### config.mk
export PLATFORM = sky130hd
export DESIGN_NAME = cgrb_div
export DESIGN_NICKNAME = d
export VERILOG_FILES = /design/src/hw/rtl/cgrb_pkg.sv /design/src/hw/rtl/cgrb_div.sv
export SDC_FILE = /design/constraint.sdc
export NUM_CORES = 1
export LEC_CHECK = 0
export ABC_CLOCK_PERIOD_IN_PS = 4100
export BUFFER_PORTS_ARGS = -buffer_cell sky130_fd_sc_hd__buf_2
export CORE_ASPECT_RATIO = 0.75
export CORE_MARGIN = 2
export CORE_UTILIZATION = 50
export CTS_CLUSTER_SIZE = 28
export DETAILED_ROUTE_END_ITERATION = 6
export GPL_ROUTABILITY_DRIVEN = 0
export PLACE_DENSITY = 0.87
export SYNTH_ARGS = -nofsm -noshare
export SYNTH_HDL_FRONTEND = slang
export SYNTH_SLANG_ARGS = --single-unit
### constraint.sdc
create_clock -name clk_i -period 4.1 [get_ports clk_i]
set_input_delay 0.205 -clock clk_i [delete_from_list [all_inputs] [get_ports clk_i]]
set_output_delay 0.205 -clock clk_i [all_outputs]
set_load 0.01 [all_outputs]
### src/hw/rtl/cgrb_pkg.sv
// ----------------------------------------------------------------------------
// Clock generator register block package
// Shared widths, word offsets and reset values.
// ----------------------------------------------------------------------------
package cgrb_pkg;

  localparam int unsigned RegWords = 1024;
  localparam int unsigned AddrW    = $clog2(RegWords);

  localparam logic [11:0] WVersion = 12'h000;
  localparam logic [11:0] WParam   = 12'h001;
  localparam logic [11:0] WStatus  = 12'h004;
  localparam logic [11:0] WRunCtl  = 12'h005;
  localparam logic [11:0] WSosc    = 12'h040;
  localparam logic [11:0] WSirc    = 12'h080;
  localparam logic [11:0] WFirc    = 12'h0C0;
  localparam logic [11:0] WFircCfg = 12'h0C2;
  localparam logic [11:0] WRosc    = 12'h100;
  localparam logic [11:0] WPllA    = 12'h140;
  localparam logic [11:0] WPllS    = 12'h180;
  localparam logic [11:0] WLdo     = 12'h200;

  localparam logic [3:0] PCsr   = 4'd0;
  localparam logic [3:0] PCtrl  = 4'd1;
  localparam logic [3:0] PNdiv  = 4'd3;
  localparam logic [3:0] PMdiv  = 4'd4;
  localparam logic [3:0] PPdiv  = 4'd5;
  localparam logic [3:0] PLock  = 4'd6;
  localparam logic [3:0] PSscg1 = 4'd10;

  localparam logic [31:0] ReadyBit   = 32'h0100_0000;
  localparam logic [31:0] VersionVal = 32'h0601_0000;

  localparam logic [31:0] HzSosc  = 32'd16000000;
  localparam logic [31:0] HzFro48 = 32'd48000000;
  localparam logic [31:0] HzFro144 = 32'd144000000;
  localparam logic [31:0] HzRosc  = 32'd32768;
  localparam logic [31:0] HzFro12 = 32'd12000000;

  // Reset value of one word of the window.
  function automatic logic [31:0] reset_word(input logic [11:0] a);
    logic [31:0] v;
    v = 32'd0;
    if (a == WRunCtl) v = 32'h0300_0000;
    if (a == WSirc) v = 32'h0100_0020;
    if (a == WFirc) v = 32'h0100_0001;
    if (a == WLdo) v = 32'd8;
    if (a == WPllA + 12'(PNdiv) || a == WPllA + 12'(PMdiv) || a == WPllA + 12'(PPdiv) ||
        a == WPllS + 12'(PNdiv) || a == WPllS + 12'(PMdiv) || a == WPllS + 12'(PPdiv))
      v = 32'd1;
    if (a == WPllA + 12'(PLock) || a == WPllS + 12'(PLock)) v = 32'h0000_4F4C;
    if (a == WPllA + 12'(PSscg1) || a == WPllS + 12'(PSscg1)) v = 32'h8000_0000;
    return v;
  endfunction

  // Operands handed to the serial divider.
  typedef struct packed {
    logic        start;
    logic [63:0] dividend;
    logic [31:0] divisor;
  } div_req_t;

endpackage

### src/hw/rtl/cgrb_div.sv
// ----------------------------------------------------------------------------
// Clock generator serial divider
// Restoring radix-2 divider, one quotient bit per cycle, 64 by 32 bits.
// ----------------------------------------------------------------------------
module cgrb_div (
  input  logic               clk_i,
  input  logic               rst_ni,
  input  cgrb_pkg::div_req_t req_i,
  output logic               done_o,
  output logic [63:0]        quot_o
);

  logic [63:0] quot_q, quot_d;
  logic [32:0] rem_q, rem_d;
  logic [31:0] dvs_q, dvs_d;
  logic [6:0]  cnt_q, cnt_d;
  logic        busy_q, busy_d, done_q, done_d;
  logic [32:0] trial;
  logic [32:0] shifted;

  // One shift and trial subtract per cycle.
  always_comb begin
    quot_d  = quot_q;
    rem_d   = rem_q;
    dvs_d   = dvs_q;
    cnt_d   = cnt_q;
    busy_d  = busy_q;
    done_d  = 1'b0;
    shifted = {rem_q[31:0], quot_q[63]};
    trial   = shifted - {1'b0, dvs_q};
    if (req_i.start) begin
      quot_d = req_i.dividend;
      dvs_d  = req_i.divisor;
      rem_d  = 33'd0;
      cnt_d  = 7'd64;
      busy_d = 1'b1;
    end else if (busy_q) begin
      if (!trial[32]) begin
        rem_d  = trial;
        quot_d = {quot_q[62:0], 1'b1};
      end else begin
        rem_d  = shifted;
        quot_d = {quot_q[62:0], 1'b0};
      end
      cnt_d = cnt_q - 7'd1;
      if (cnt_q == 7'd1) begin
        busy_d = 1'b0;
        done_d = 1'b1;
      end
    end
  end

  always_ff @(posedge clk_i or negedge rst_ni) begin
    if (!rst_ni) begin
      busy_q <= 1'b0;
      done_q <= 1'b0;
      cnt_q  <= 7'd0;
    end else begin
      busy_q <= busy_d;
      done_q <= done_d;
      cnt_q  <= cnt_d;
    end
  end

  always_ff @(posedge clk_i) begin
    quot_q <= quot_d;
    rem_q  <= rem_d;
    dvs_q  <= dvs_d;
  end

  assign done_o = done_q;
  assign quot_o = quot_q;

endmodule

# Yosys cells after proc, flatten, opt, wreduce, memory -nomap -nowiden
# Cells that the tools add are included.
[word_totals]
in_bits = 99
word_cells = 22
output_inout_bits = 65
ff_bits = 137
[classes]
muxes = 12
n_eq_ne = 1
addsub = 2
n_reduce_logical = 1
[op_table]
columns = ["operator", "n"]
rows = [
  ["two-way mux 64 bit", 2],
  ["subtractor 33 x 32 -> 33 bit", 1],
  ["two-way mux 32 bit", 1],
  ["two-way mux 7 bit", 2],
  ["== test 7 x 1 -> 1 bit (second input constant)", 1],
  ["two-way mux 1 bit", 7],
  ["subtractor 7 x 1 -> 7 bit (second input constant)", 1],
  ["nonzero test 2 bit", 1],
]

# Longest topological paths before layout
[logic_depth]
ltp_word = 4
ltp_mapped = 13
depth_no_buf = 12

# Worst setup path before layout
# No wires, ideal clock.
[synth_path]
kind = "reg2reg"
startpoint = "register quot_q[63] (netlist: quot_o[63])"
endpoint = "register rem_q[25]"
period_less_slack_ps = 2896
t_arrival_ps = 2806
stages_incl_launch_ff = 13
setup_ps = 91
t_required_ps = 4009
slack_ps = 1204
path_buffers = 1
path_cell_list = "edfxtp_1 inv_1 ha_1 fa_1 nand2b_1 a211oi_2 o21ai_1 a31oi_2 o21ai_4 xnor2_2 buf_6 nand2_1 a311oi_1"
[synth_via]
elab_chain_cells = 2
[synth_rtl]
columns = ["item", "line", "source"]
rows = [
  ["start: declaration", "cgrb_div.sv:13", "logic [63:0] quot_q, quot_d;"],
  ["start signal: assignment", "cgrb_div.sv:66", "quot_q <= quot_d;"],
  ["subtractor 33 x 32 -> 33 bit", "cgrb_div.sv:30", "trial = shifted - {1'b0, dvs_q};"],
  ["two-way mux 32 bit", "cgrb_div.sv:38", "if (!trial[32]) begin"],
  ["end signal: assignment", "cgrb_div.sv:67", "rem_q <= rem_d;"],
  ["end: declaration", "cgrb_div.sv:14", "logic [32:0] rem_q, rem_d;"],
]
# No other way between the ends.
# A chain may end at the register's enable or synchronous reset.

# Worst setup path in the final report
[layout_path]
startpoint = "register quot_q[63] (netlist: quot_o[63])"
endpoint = "register rem_q[11]"
# The elaborated chain is that of the path after synthesis.

==> results.cfg <==
[status]
status = finished, final reports clean

[logic_synthesis]
yosys_warnings = 0
async_flop_share = 0.0657
ys_seq_elements = 137
synth_top_area_cell = edfxtp_1
avgSynthCellArea_sq_um = 10.9
netlist_instances = 680
ys.flop_type = edfxtp_1
synth_top_cell_area_share = 0.391
yosysMostFrequentCell = edfxtp_1
synth_enable_flop_cells = 96
ys_types = 54
syn-num-nets = 814
ys_top_cells_by_count = 96 x edfxtp_1, 72 x nand2_1, 65 x mux2_2
synth_top_cells_by_area = edfxtp_1 39%, mux2_2 9.9%, dfxtp_1 8.7%
yosysSeqAreaShare = 0.508
netlist_area_sq_mm = 0.00738

[route]
ant_nets = 0
dr.pass1.iters = 5
vias = 5776
wl_per_cell_microns = 15.3
drcViolationCount = 0
finalWirelength_microns = 16500
drt_iter0_markers = 525
via_per_inst = 5.34

[global_routing]
antenna_found_initial = 0
grt_usage = 0.216
grt_max_degree = 134
grt_pass1_wl_microns = 26400
grt_pass1_vias = 5519
grt-ovfl-total = 0

[sta]
min_period_ns = 3.32
drv_slew = 0
slew_headroom = 0.489
skew_ns = 0.00900
fin_crit_sh = 0.809
tns_ns = 0
rsz0062_at_grt = no
hold_slack_ns = 0.0737
hold_viol_final = 0
tightest_slew_ns = 0.767
setup_viol = 0
fmax_mhz = 302

[worst_setup_path]
r2r_end = rem_q[11]
rr_startpoint = quot_o[63]
path_class = reg -> reg
arrival_ns = 3.64
cp_data_required_time_ns = 4.42
worst-path-buf-inv = 2
cpMaxStageDelayCell = xor2_4
crit_chain = inv_1 -> ha_1 -> fa_1 -> nand2b_1 -> a211oi_2 -> o21ai_1 -> a31oi_2 -> o21ai_4 -> xor2_4 -> buf_4 -> nand2_1 -> a311oi_1
end_kind = flop
path_max_fanout = 23
r2r_slack_ns = 0.78
start_kind = flop
worst_path_largest_cell_delay_ns = 0.39
cp_top_family = compound AO/OA/AOI/OAI gates
reg2regPathDepth = 12

[die]
io_pins = 164
rows = 38
die_x_microns = 144
start_util = 0.511
fp.dieH_microns = 109
die-area_sq_mm = 0.0158
coreArea_sq_mm = 0.0145

[clock_network]
clk_latency_ns = 0.42
cts-resized-gates = 0
tritoncts = yes
clkTransAtPathRegs_ns = 0.06
cts_sinks = 137
h-tree-depth = 4
cts_max_path_buffers = 2
root_buffer = clkbuf_16
numCtsBuffers = 17

[hold_path]
hp-class = in -> reg
min_to = quot_o[0]
holdPathStages = 3
min-delay-start = req_i[32]

[final_layout]
nFillCells = 1155
fin_util = 0.648
nets = 1002
num_antenna_cells = 0
drive_gt1_frac = 0.314
area_growth_pct = 26.8

[place]
place.detailed.hpwl_microns = 11300
io_buffer_count = 163

[power_and_ir_drop]
total_power_mw = 5.43
p_leak_nw = 4.02
peakVddDrop_mv = 0.340
p_per_area_mw_per_mm2 = 580

[flow_run]
cap_violations = 0
[logic make-up (layout without fill, tap and decap cells)]
logic type                 Yosys count  in the layout  share of synthesized area
and+or+nand+nor                    198            198                      0.119
xor gates and xnor gates            34             34                     0.0439
AOI/OAI and AO/OA                  135            135                      0.125
buffers and inverters               73            274                     0.0409
adders and majority gates           35             35                     0.0603
DFF                                137            137                      0.508
muxes                               68             68                      0.103
[flip-flops by register name, indices dropped and copies added, names as in the netlist]
signal / cells
dvs_q: 32
busy_q: 1
cnt_q: 7
done_o: 1
rem_q: 32
quot_o: 64
[worst max-delay path by stage]
stage                           from        end  cells after the start
after global routing      quot_o[63]  rem_q[28]                     12
after global placement    quot_o[63]   rem_q[8]                     13
after detailed placement  quot_o[63]   rem_q[6]                     12
after CTS                 quot_o[63]   rem_q[6]                     12
after floorplan           quot_o[63]  rem_q[25]                     12
final                     quot_o[63]  rem_q[11]                     12
[routing by layer]
layer / track usage / vias to the layer above / routed length (microns)
li1: - / 2858 / -
met1: 0.289 / 2677 / 7730
met2: 0.347 / 224 / 7510
met3: 0.0597 / 17 / 1100
met4: 0.0596 / 0 / 182
met5: 0 / - / 0
[layout by cell type, fill, tap and decap left out, types with 9 or more instances in the layout]
cell	n
buf_2	162
edfxtp_1	96
nand2_1	72
mux2_2	65
nor2_1	63
inv_1	39
a21oi_1	34
ha_1	34
dlygate4sd3_1	33
dfxtp_1	32
a311oi_1	23
o21ai_0	21
xor2_1	17
clkbuf_16	17
xnor2_1	15
a21o_1	14
nand3_1	13
nor3_1	12
nand2b_1	11
nand4_1	9
dfrtp_1	9
[timing repair]
item | CTS | global route
setup buffers | 0 | 0
hold buffers | 33 | 0
endpoints found under the hold margin | 41 | 0
setup endpoints to repair | 0 | 0
[worst min-delay path: cells and delay by family]
| kind | cells | cell delay [ns] |
|---|---|---|
| AOI/OAI and AO/OA | 1 | 0.06 |
| buffers and inverters | 1 | 0.07 |
| and+or+nand+nor | 1 | 0.05 |
[where the power goes]
part	internal, mW	total (mW)	switching [mW]
registers	1.76	1.95	0.185
logic	0.769	1.76	0.988
clock network	1.09	1.72	0.629
[per-stage QoR]
stage	instances	setup slack (ns)	instance area, sq um
floorplan	680	1.20	7380
CTS	1081	0.818	9360
global route	1081	0.520	9360
global placement	1016	0.976	8370
finish	1081	0.785	9360
detailed placement	1016	0.836	8370
[area by class of cell]
cell class / instances / area [sq um] / area share
flip-flops and latches: 137 / 3750 / 0.401
well taps: 200 / 250 / 0.0267
clock inverters: 15 / 235 / 0.0251
repair buffers: 202 / 1220 / 0.130
inverters: 40 / 150 / 0.0160
clock buffers: 17 / 425 / 0.0455
multi-input cells: 470 / 3330 / 0.356
Power figures use the tool's default switching activity.
