$ cat config.mk
export PLATFORM = sky130hd
export DESIGN_NAME = cgrb_mul
export DESIGN_NICKNAME = d
export VERILOG_FILES = /design/src/hw/rtl/cgrb_mul.sv
export SDC_FILE = /design/constraint.sdc
export NUM_CORES = 1
export LEC_CHECK = 0
export BUFFER_PORTS_ARGS = -buffer_cell sky130_fd_sc_hd__buf_2
export CAP_MARGIN = 40
export CORE_MARGIN = 1
export CORE_UTILIZATION = 62
export DETAILED_ROUTE_END_ITERATION = 8
export PLACE_DENSITY = 0.84
export SETUP_SLACK_MARGIN = 0.5
export SYNTH_ARGS = -nofsm -noshare
export SYNTH_HDL_FRONTEND = slang
export SYNTH_SLANG_ARGS = --single-unit
$ cat constraint.sdc
create_clock -name clk_i -period 8.3 [get_ports clk_i]
set_input_delay 2.075 -clock clk_i [delete_from_list [all_inputs] [get_ports clk_i]]
set_output_delay 2.075 -clock clk_i [all_outputs]
set_load 0.1 [all_outputs]
$ cat src/hw/rtl/cgrb_mul.sv
// ----------------------------------------------------------------------------
// Clock generator serial multiplier
// Shift-and-add multiplier, one multiplier bit per cycle, 32 by 16 bits.
// ----------------------------------------------------------------------------
module cgrb_mul (
  input  logic        clk_i,
  input  logic        rst_ni,
  input  logic        start_i,
  input  logic [31:0] a_i,
  input  logic [15:0] b_i,
  output logic        done_o,
  output logic [47:0] prod_o
);

  logic [47:0] acc_q, acc_d;
  logic [47:0] a_q, a_d;
  logic [15:0] b_q, b_d;
  logic [4:0]  cnt_q, cnt_d;
  logic        busy_q, busy_d, done_q, done_d;

  // Add the shifted multiplicand when the low multiplier bit is set.
  always_comb begin
    acc_d  = acc_q;
    a_d    = a_q;
    b_d    = b_q;
    cnt_d  = cnt_q;
    busy_d = busy_q;
    done_d = 1'b0;
    if (start_i) begin
      acc_d  = 48'd0;
      a_d    = {16'd0, a_i};
      b_d    = b_i;
      cnt_d  = 5'd16;
      busy_d = 1'b1;
    end else if (busy_q) begin
      if (b_q[0]) acc_d = acc_q + a_q;
      a_d   = {a_q[46:0], 1'b0};
      b_d   = {1'b0, b_q[15:1]};
      cnt_d = cnt_q - 5'd1;
      if (cnt_q == 5'd1) begin
        busy_d = 1'b0;
        done_d = 1'b1;
      end
    end
  end

  always_ff @(posedge clk_i or negedge rst_ni) begin
    if (!rst_ni) begin
      busy_q <= 1'b0;
      done_q <= 1'b0;
      cnt_q  <= 5'd0;
    end else begin
      busy_q <= busy_d;
      done_q <= done_d;
      cnt_q  <= cnt_d;
    end
  end

  always_ff @(posedge clk_i) begin
    acc_q <= acc_d;
    a_q   <= a_d;
    b_q   <= b_d;
  end

  assign done_o = done_q;
  assign prod_o = acc_q;

endmodule
### Yosys cells after proc, flatten, opt, wreduce, memory -nomap -nowiden

Index checks and enable logic that the tools add are counted.

* register bits: 119
* latch bits: 0
* bits in writable memories: 0
* memory bits (read-only): 0
* output and inout bits: 49
* logic and storage cells: 24
* memories: 0

* add/subtract/negate cells: 2
* $mul: 0
* div/mod/pow operators: 0
* $lt $le $gt $ge: 0
* equal/unequal tests: 1
* shifts and indexed selects: 0
* mux-type cells: 12
* bitwise gates (word level): 0
* reductions and logical operators: 2

Operators with widths (count)
* two-way mux 32 bit: 2
* adder 48 bit: 1
* two-way mux 16 bit: 2
* two-way mux 5 bit: 2
* two-way mux 1 bit: 6
* == test 5 x 1 -> 1 bit, second input constant: 1
* subtractor 5 x 1 -> 5 bit, second input constant: 1
* AND reduction 2 bit: 1
* nonzero test 2 bit: 1

### Longest topological paths before layout

Gate-level depths: netlist (run 1).

* depth in word-level cells: 4
* depth in mapped cells: 11

### Least setup slack after synthesis (run 1)

No wires, ideal clock.

* path kind: input-to-reg
* start point: in start_i
* end point: reg a_q[0], enable pin
* data arrival time: 3.505 ns
* data required time: 7.916 ns
* setup slack: 4.411 ns
* stages: 4
* buffers on the path: 3
* path through: clkbuf_1 > clkbuf_1 > clkbuf_1 > or2_2

* longest elaborated chain between the ends: 1

RTL lines
* start: declaration: line 8 `input logic start_i,`
* nonzero test 2 bit (no line)
* end signal: assignment: line 61 `a_q <= a_d;`
* end: declaration: line 16 `logic [47:0] a_q, a_d;`

Every way passes these cells.
A chain may end at the register's enable or synchronous reset.

### Worst setup path in the final report (run 1)

* start point: reg a_q[0]
* end point: reg acc_q[34], in the netlist prod_o[34]

* longest elaborated chain between the ends: 1

RTL lines
* adder 48 bit: line 36 `if (b_q[0]) acc_d = acc_q + a_q;`
* end signal: assignment: line 60 `acc_q <= acc_d;`
* end: declaration: line 15 `logic [47:0] acc_q, acc_d;`

Every way passes these cells.

==> run summary, run 1 <==
Post-CTS Setup Inserts - 0
vias in the first global route - 6043
setup ws final - 4.81 ns
crit path kind - reg2reg
Worst Path Buf+Inv - 0
initial antenna violation count - 0
global route total overflow - 0
vias - 6289
Clock Sinks - 119
Pleak - 3.81 nW
worst-margin pin slew - 0.590 ns
worst hold margin - 0.473 ns
Clk pwr share - 0.252
FMAX - 287 MHz
Gate Count Post-Synth - 763
share of cells above drive strength 1 - 0.219
Final Max Slew Viols - 0
Net Count, Synth - 864
synth warn - 0
DP Area - 7760 µm²
first-pass GRT wire length - 28.2 mm
Initial Utilization - 0.648
largest net degree at the start of global routing - 54
Clock Skew - 0.00940 ns
post-detail-place hpwl - 12.1 mm
WL/cell - 17.6 µm
clk slew on worst S/H paths - 0.06 ns
post-synthesis sequential area ratio - 0.403
Sw Share - 0.454
Max transition margin - 0.604
RSZ-0062 raised after global routing - no
Power Density - 352 nW/µm²
Yosys top cell area share - 0.201
Tot GR Track Use - 0.306
# rows - 38
number of port buffers - 99
ys async rst share - 0.0588
average size of a mapped cell - 9.41 µm²
worst min path class - reg2reg
Seq cells post-synth - 119
DRT Pass-1 Iters - 6
worst slack at placement - 4.49 ns
post-route antenna net violation count - 0
CTS root buffer - clkbuf_16
PostCTS Resize Cnt - 0
Max IR drop VDD - 262 µV
crit-path cells - ha_1 -> fa_1 -> a21o_1 -> a221o_1 -> a21o_2 -> a31oi_1 -> o31ai_1 -> a41oi_1 -> o21bai_1 -> xnor2_1 -> o21ai_1
CP Max Fanout - 4
n_diodes - 0
nature of the critical path endpoint - flop
Die W - 110 µm
post-route core utilization - 0.754
Post-CTS Hold Buffers - 0
Flop pwr share - 0.276
Num CTS Buffers - 17
cell family with most CP delay - compound AO/OA/AOI/OAI gates
Most used DFF post-synth - dfxtp_1
fin crit period - 3.49 ns
die height - 110 µm
fin area - 8350 µm²
final setup vio count - 0
EDFF count, synth - 48
Tcrit/Tclk final - 0.420
fillcell total - 780
Core ar. - 11100 µm²
Crit path arrival time - 3.79 ns
maxcap violations - 0
deepest clock path buffer count - 2
Comb pwr share - 0.472
ranking of synthesized cells by area - edfxtp_1 (20%), dfxtp_1 (18%), ha_1 (8.5%)
Top Ports - 100
CP max stage delay - 0.46 ns
Clk Latency, worst-skew pair - 0.43 ns
cell accounting for the most synthesized area - edfxtp_1
CP Launch Type - flop
vias per inst - 6.30
CP max stage cell - a31oi_1
status - finished, final reports clean
CTS H-tree depth - 4
Pint - 1.60 mW
gpl congestion - 0.912
Initial DRC Count - 434
Crit path required time - 8.60 ns
Mapped Area - 7180 µm²
P_sw - 1.34 mW
Synth cell types - 62
setup TNS - 0 ns
Final Hold Fails - 0
full die area - 12000 µm²
DRC viols - 0
final WL - 17.5 mm
TritonCTS clock tree - yes
NumNets Final - 946
area delta synth->final - 16.3%
## layer usage
layer	routed length (µm)	vias to the layer above	track usage
met5	0	-	0
met4	552	0	0.158
met3	1450	55	0.0729
met2	8220	312	0.504
met1	7290	2957	0.373
li1	-	2965	-
## cell type report
type,count,area (µm²),share of cell area
repair buffers,105,568,0.0680
multi-input cells,592,4080,0.489
clock buffers,20,437,0.0523
flip-flops and latches,119,2900,0.347
clock inverters,12,154,0.0184
well taps,140,175,0.0210
inverters,10,37.5,0.00449
## cells in the mapped netlist (3+ instances only)
master     n
a211o_1    7
a211oi_1   9
a21o_1    25
a21oi_1   84
a31oi_1    8
and2_1     6
and3_1     6
buf_1      5
buf_2      6
clkbuf_1  31
dfrtp_1    7
dfxtp_1   64
edfxtp_1  48
ha_1      49
inv_1      9
mux2_2    46
mux2i_1   16
nand2_1   93
nand3_1   23
nand3b_1   3
nand4_1   12
nor2_1    50
nor2b_1    6
nor3_1     7
nor4b_1    3
o211ai_1   7
o21a_1     5
o21ai_0   32
o21ai_1    4
o21bai_1   5
o31ai_1    4
or3_1      4
xnor2_1   31
xor2_1    12
## tightest hold or removal path, cell delays in order, from the launching register on
cell     delay [ns]
dfxtp_1        0.32
nand2_1        0.06
a21oi_1        0.05
## flip-flops by register name (all words and copies together) (netlist names)
register / cells
busy_q: 1
done_o: 1
b_q: 16
cnt_q: 5
a_q: 48
prod_o: 48
## cell families (layout without fill, tap and decap cells)
family | Yosys count | in the layout | share of synthesized area
buffers and inverters | 52 | 147 | 0.0282
DFF | 119 | 119 | 0.403
muxes | 63 | 63 | 0.0965
xor gates and xnor gates | 43 | 43 | 0.0524
AOI/OAI and AO/OA | 210 | 210 | 0.185
and+or+nand+nor | 226 | 226 | 0.146
adders and majority gates | 50 | 50 | 0.0881
## layout by cell type (no fill, tap or decap), types with 5 or more instances in the layout
| master | count |
|---|---|
| mux2_2 | 46 |
| edfxtp_1 | 48 |
| o21bai_1 | 5 |
| mux2i_1 | 16 |
| inv_1 | 9 |
| a21oi_1 | 84 |
| nand2_1 | 93 |
| a211o_1 | 7 |
| and2_1 | 6 |
| nor2b_1 | 6 |
| a21o_1 | 25 |
| ha_1 | 49 |
| o211ai_1 | 7 |
| buf_2 | 98 |
| clkinv_4 | 5 |
| a211oi_1 | 9 |
| buf_4 | 5 |
| dfrtp_1 | 7 |
| xor2_1 | 12 |
| o21ai_0 | 32 |
| dfxtp_1 | 64 |
| nor2_1 | 50 |
| a31oi_1 | 8 |
| nand3_1 | 23 |
| xnor2_1 | 31 |
| clkbuf_16 | 17 |
| nor3_1 | 7 |
| o21a_1 | 5 |
| nand4_1 | 12 |
| and3_1 | 6 |
## power groups by stage
stage / logic (mW) / registers [mW] / clock network, mW
2_1_floorplan: 0.707 / 1.22 / 0
3_3_place_gp: 1.32 / 0.815 / 0
3_5_place_dp: 1.36 / 0.820 / 0
4_1_cts: 1.37 / 0.809 / 0.744
5_1_grt: 1.48 / 0.822 / 0.772
6_report: 1.39 / 0.810 / 0.741
## through the flow
stage               instances  power, mW
floorplan                 763       1.93
global placement          964       2.13
detailed placement        966       2.17
CTS                       998       2.92
global route              998       3.08
finish                    998       2.94
## worst paths after layout
check                              to  startpoint  slack (ns)  depth (start not counted)
max                        prod_o[34]      a_q[0]        4.81                         11
min                        prod_o[24]  prod_o[24]        0.47                          2
max reg2reg                prod_o[34]      a_q[0]        4.81                         11
min reg2reg                prod_o[24]  prod_o[24]        0.47                          2
max in group asynchronous    cnt_q[0]      rst_ni        6.67                          1
min in group asynchronous      done_o      rst_ni        1.47                          1
Power figures use the tool's default switching activity.
==> inputs of run 2 (changes only) <==
--- a/config.mk
+++ b/config.mk
@@ -8,9 +8,9 @@
 export BUFFER_PORTS_ARGS = -buffer_cell sky130_fd_sc_hd__buf_2
 export CAP_MARGIN = 40
 export CORE_MARGIN = 1
-export CORE_UTILIZATION = 62
+export CORE_UTILIZATION = 53
 export DETAILED_ROUTE_END_ITERATION = 8
-export PLACE_DENSITY = 0.84
+export PLACE_DENSITY = 0.76
 export SETUP_SLACK_MARGIN = 0.5
 export SYNTH_ARGS = -nofsm -noshare
 export SYNTH_HDL_FRONTEND = slang
==> constraint.sdc (replaced) <==
create_clock -name clk_i -period 2.9 [get_ports clk_i]
set_input_delay 0.725 -clock clk_i [delete_from_list [all_inputs] [get_ports clk_i]]
set_output_delay 0.725 -clock clk_i [all_outputs]
set_load 0.1 [all_outputs]
==> run 2 against run 1 <==
  * The run now ends with setup timing left
  * Global-route usage down 2.7 points
  * Final cell count up 9.7%
  * Die area up 17%
  * Sequential power rose to 3.0 times the previous value
  * Non-clock buffer count up 61
  * Largest cell class unchanged
==> run summary, run 2 (same netlist as run 1, synthesis figures left out) <==
vias in the first global route - 6507 (+7.7%)
full die area - 14000 µm² (+17%)
r2r worst-path depth - 12 (+1)
area delta synth->final - 32.8%
global route total overflow - 0 (unchanged)
CP max stage cell - edfxtp_1
DP Area - 8270 µm² (+6.5%)
placed cells - 1027 (+6.3%)
fin area - 9540 µm² (+14%)
crit path kind - reg2reg
final instance count without filler cells - 1095 (+9.7%)
Initial Utilization - 0.542 (-0.106)
CTS root buffer - clkbuf_16
DR WL met2 - 9.49 mm (+15%)
Max IR drop VDD - 846 µV (+220%)
maxcap violations - 0 (unchanged)
DRC viols - 0 (unchanged)
worst min path class - in2async
CP max stage delay - 0.42 ns (-0.04 ns)
clk slew on worst S/H paths - 0.06 ns (about the same)
Die W - 118 µm (+8.0%)
Tot GR Track Use - 0.279 (-0.0265)
met3 WL - 1.09 mm (-25%)
Initial DRC Count - 431 (-0.69%)
Tcrit/Tclk final - 1.01 (+0.592)
fin crit period - 2.93 ns (-0.553 ns)
share of cells above drive strength 1 - 0.395 (+0.176)
initial antenna violation count - 0 (unchanged)
final setup vio count - 3 (+3)
first-pass GRT wire length - 31.2 mm (+11%)
Top Ports - 100 (unchanged)
FMAX - 341 MHz (+19%)
Power Density - 1020 nW/µm² (+190%)
# rows - 42 (+11%)
fillcell total - 987 (+27%)
Core ar. - 13200 µm² (+20%)
Post-CTS Hold Buffers - 0 (unchanged)
Crit path arrival time - 3.27 ns (-0.52 ns)
most common cell after layout, fill and taps aside - buf_2
most frequent cells in the layout - buf_2 (98), nand2_1 (89), a21oi_1 (61), buf_4 (53), edfxtp_1 (48)
setup ws final - -0.0343 ns (-4.85 ns)
Highest Signal Layer - met4
Final Max Slew Viols - 0 (unchanged)
Clk Latency, worst-skew pair - 0.43 ns (about the same)
Crit path required time - 3.23 ns (-5.37 ns)
final WL - 19.6 mm (+12%)
Worst Path Buf+Inv - 1 (+1)
CP Max Fanout - 4 (unchanged)
Max transition margin - 0.525 (-0.0797)
vias - 6486 (+3.1%)
NumNets Final - 1007 (+6.4%)
post-route antenna net violation count - 0 (unchanged)
cell family with most CP delay - compound AO/OA/AOI/OAI gates
WL/cell - 17.9 µm (+1.9%)
WP depth - 12 (+1)
storage element area - 3040 µm² (+4.8%)
Pleak - 4.22 nW (+11%)
area occupied by multi-input gates - 4560 µm² (+12%)
worst slack at placement - -0.0213 ns (-4.52 ns)
Num CTS Buffers - 17 (unchanged)
CP Launch Type - flop
DRT Pass-1 Iters - 8 (+2)
vias per inst - 5.92 (-6.0%)
largest net degree at the start of global routing - 78 (+44%)
TritonCTS clock tree - yes
status - finished with violations
die height - 118 µm (+8.0%)
Clock Skew - 0.00706 ns (-0.00235 ns)
M1 WL - 8.66 mm (+19%)
nature of the critical path endpoint - flop
gpl congestion - 0.906 (-0.66%)
RSZ-0062 raised after global routing - yes
CTS H-tree depth - 4 (unchanged)
Clock Sinks - 119 (unchanged)
number of port buffers - 99 (unchanged)
Final Hold Fails - 0 (unchanged)
deepest clock path buffer count - 2 (unchanged)
post-route core utilization - 0.720 (-0.0335)
failing checks - setup timing
n_diodes - 0 (unchanged)
crit-path cells - ha_4 -> fa_2 -> a21o_1 -> a221o_1 -> a2111oi_4 -> nor2_2 -> a21oi_2 -> buf_4 -> o21ai_4 -> nand4_1 -> nand3_1 -> o211ai_1
setup TNS - -0.0468 ns (-0.0468 ns)
worst-margin pin slew - 0.713 ns (+0.123 ns)
post-detail-place hpwl - 12.9 mm (+6.6%)
[run 2: per-layer routing]
metal / vias to the layer above / track usage
met4: 0 / 0.112
met1: 3133 / 0.355
met5: - / 0
met3: 36 / 0.0656
met2: 225 / 0.458
li1: 3092 / -
[run 2: what timing repair did]
| item | 4_1_cts | 5_1_grt |
|---|---|---|
| setup endpoints to repair | 34 | 39 |
| hold endpoints to repair | 0 | 0 |
| buffers inserted | 25 | 11 |
| pin swaps | 34 | 51 |
| resized for setup | 38 | 48 |
[run 2: worst paths after layout]
check	start	to	slack, ns
setup / recovery	a_q[0]	prod_o[32]	-0.03
hold / removal	rst_ni	cnt_q[0]	0.12
setup reg to reg	a_q[0]	prod_o[32]	-0.03
hold reg to reg	prod_o[41]	prod_o[41]	0.46
max in group asynchronous	rst_ni	done_o	2.62
min in group clk_i	prod_o[41]	prod_o[41]	0.46
[run 2: layout make-up]
class | count | area share
clock inverter | 13 | 0.0189
sequential | 119 | 0.318
tap | 176 | 0.0231
inverter | 10 | 0.00393
clock buffer | 19 | 0.0454
multi-input combinational | 592 | 0.478
timing repair buffer | 166 | 0.113
[run 2: stage by stage]
stage / total power, mW / hold slack, ns
after detailed placement: 6.67 / 0.458
after global placement: 6.59 / 0.451
after floorplan: 5.72 / 0.429
final: 9.77 / 0.123
after global routing: 10.2 / 0.127
after CTS: 9.29 / 0.113
[run 2: power breakdown]
group          internal [mW]  total (mW)  switching (mW)
clock                   1.43        2.23           0.796
combinational           1.86        5.10            3.23
sequential              2.16        2.44           0.276
total                   5.46        9.77            4.31
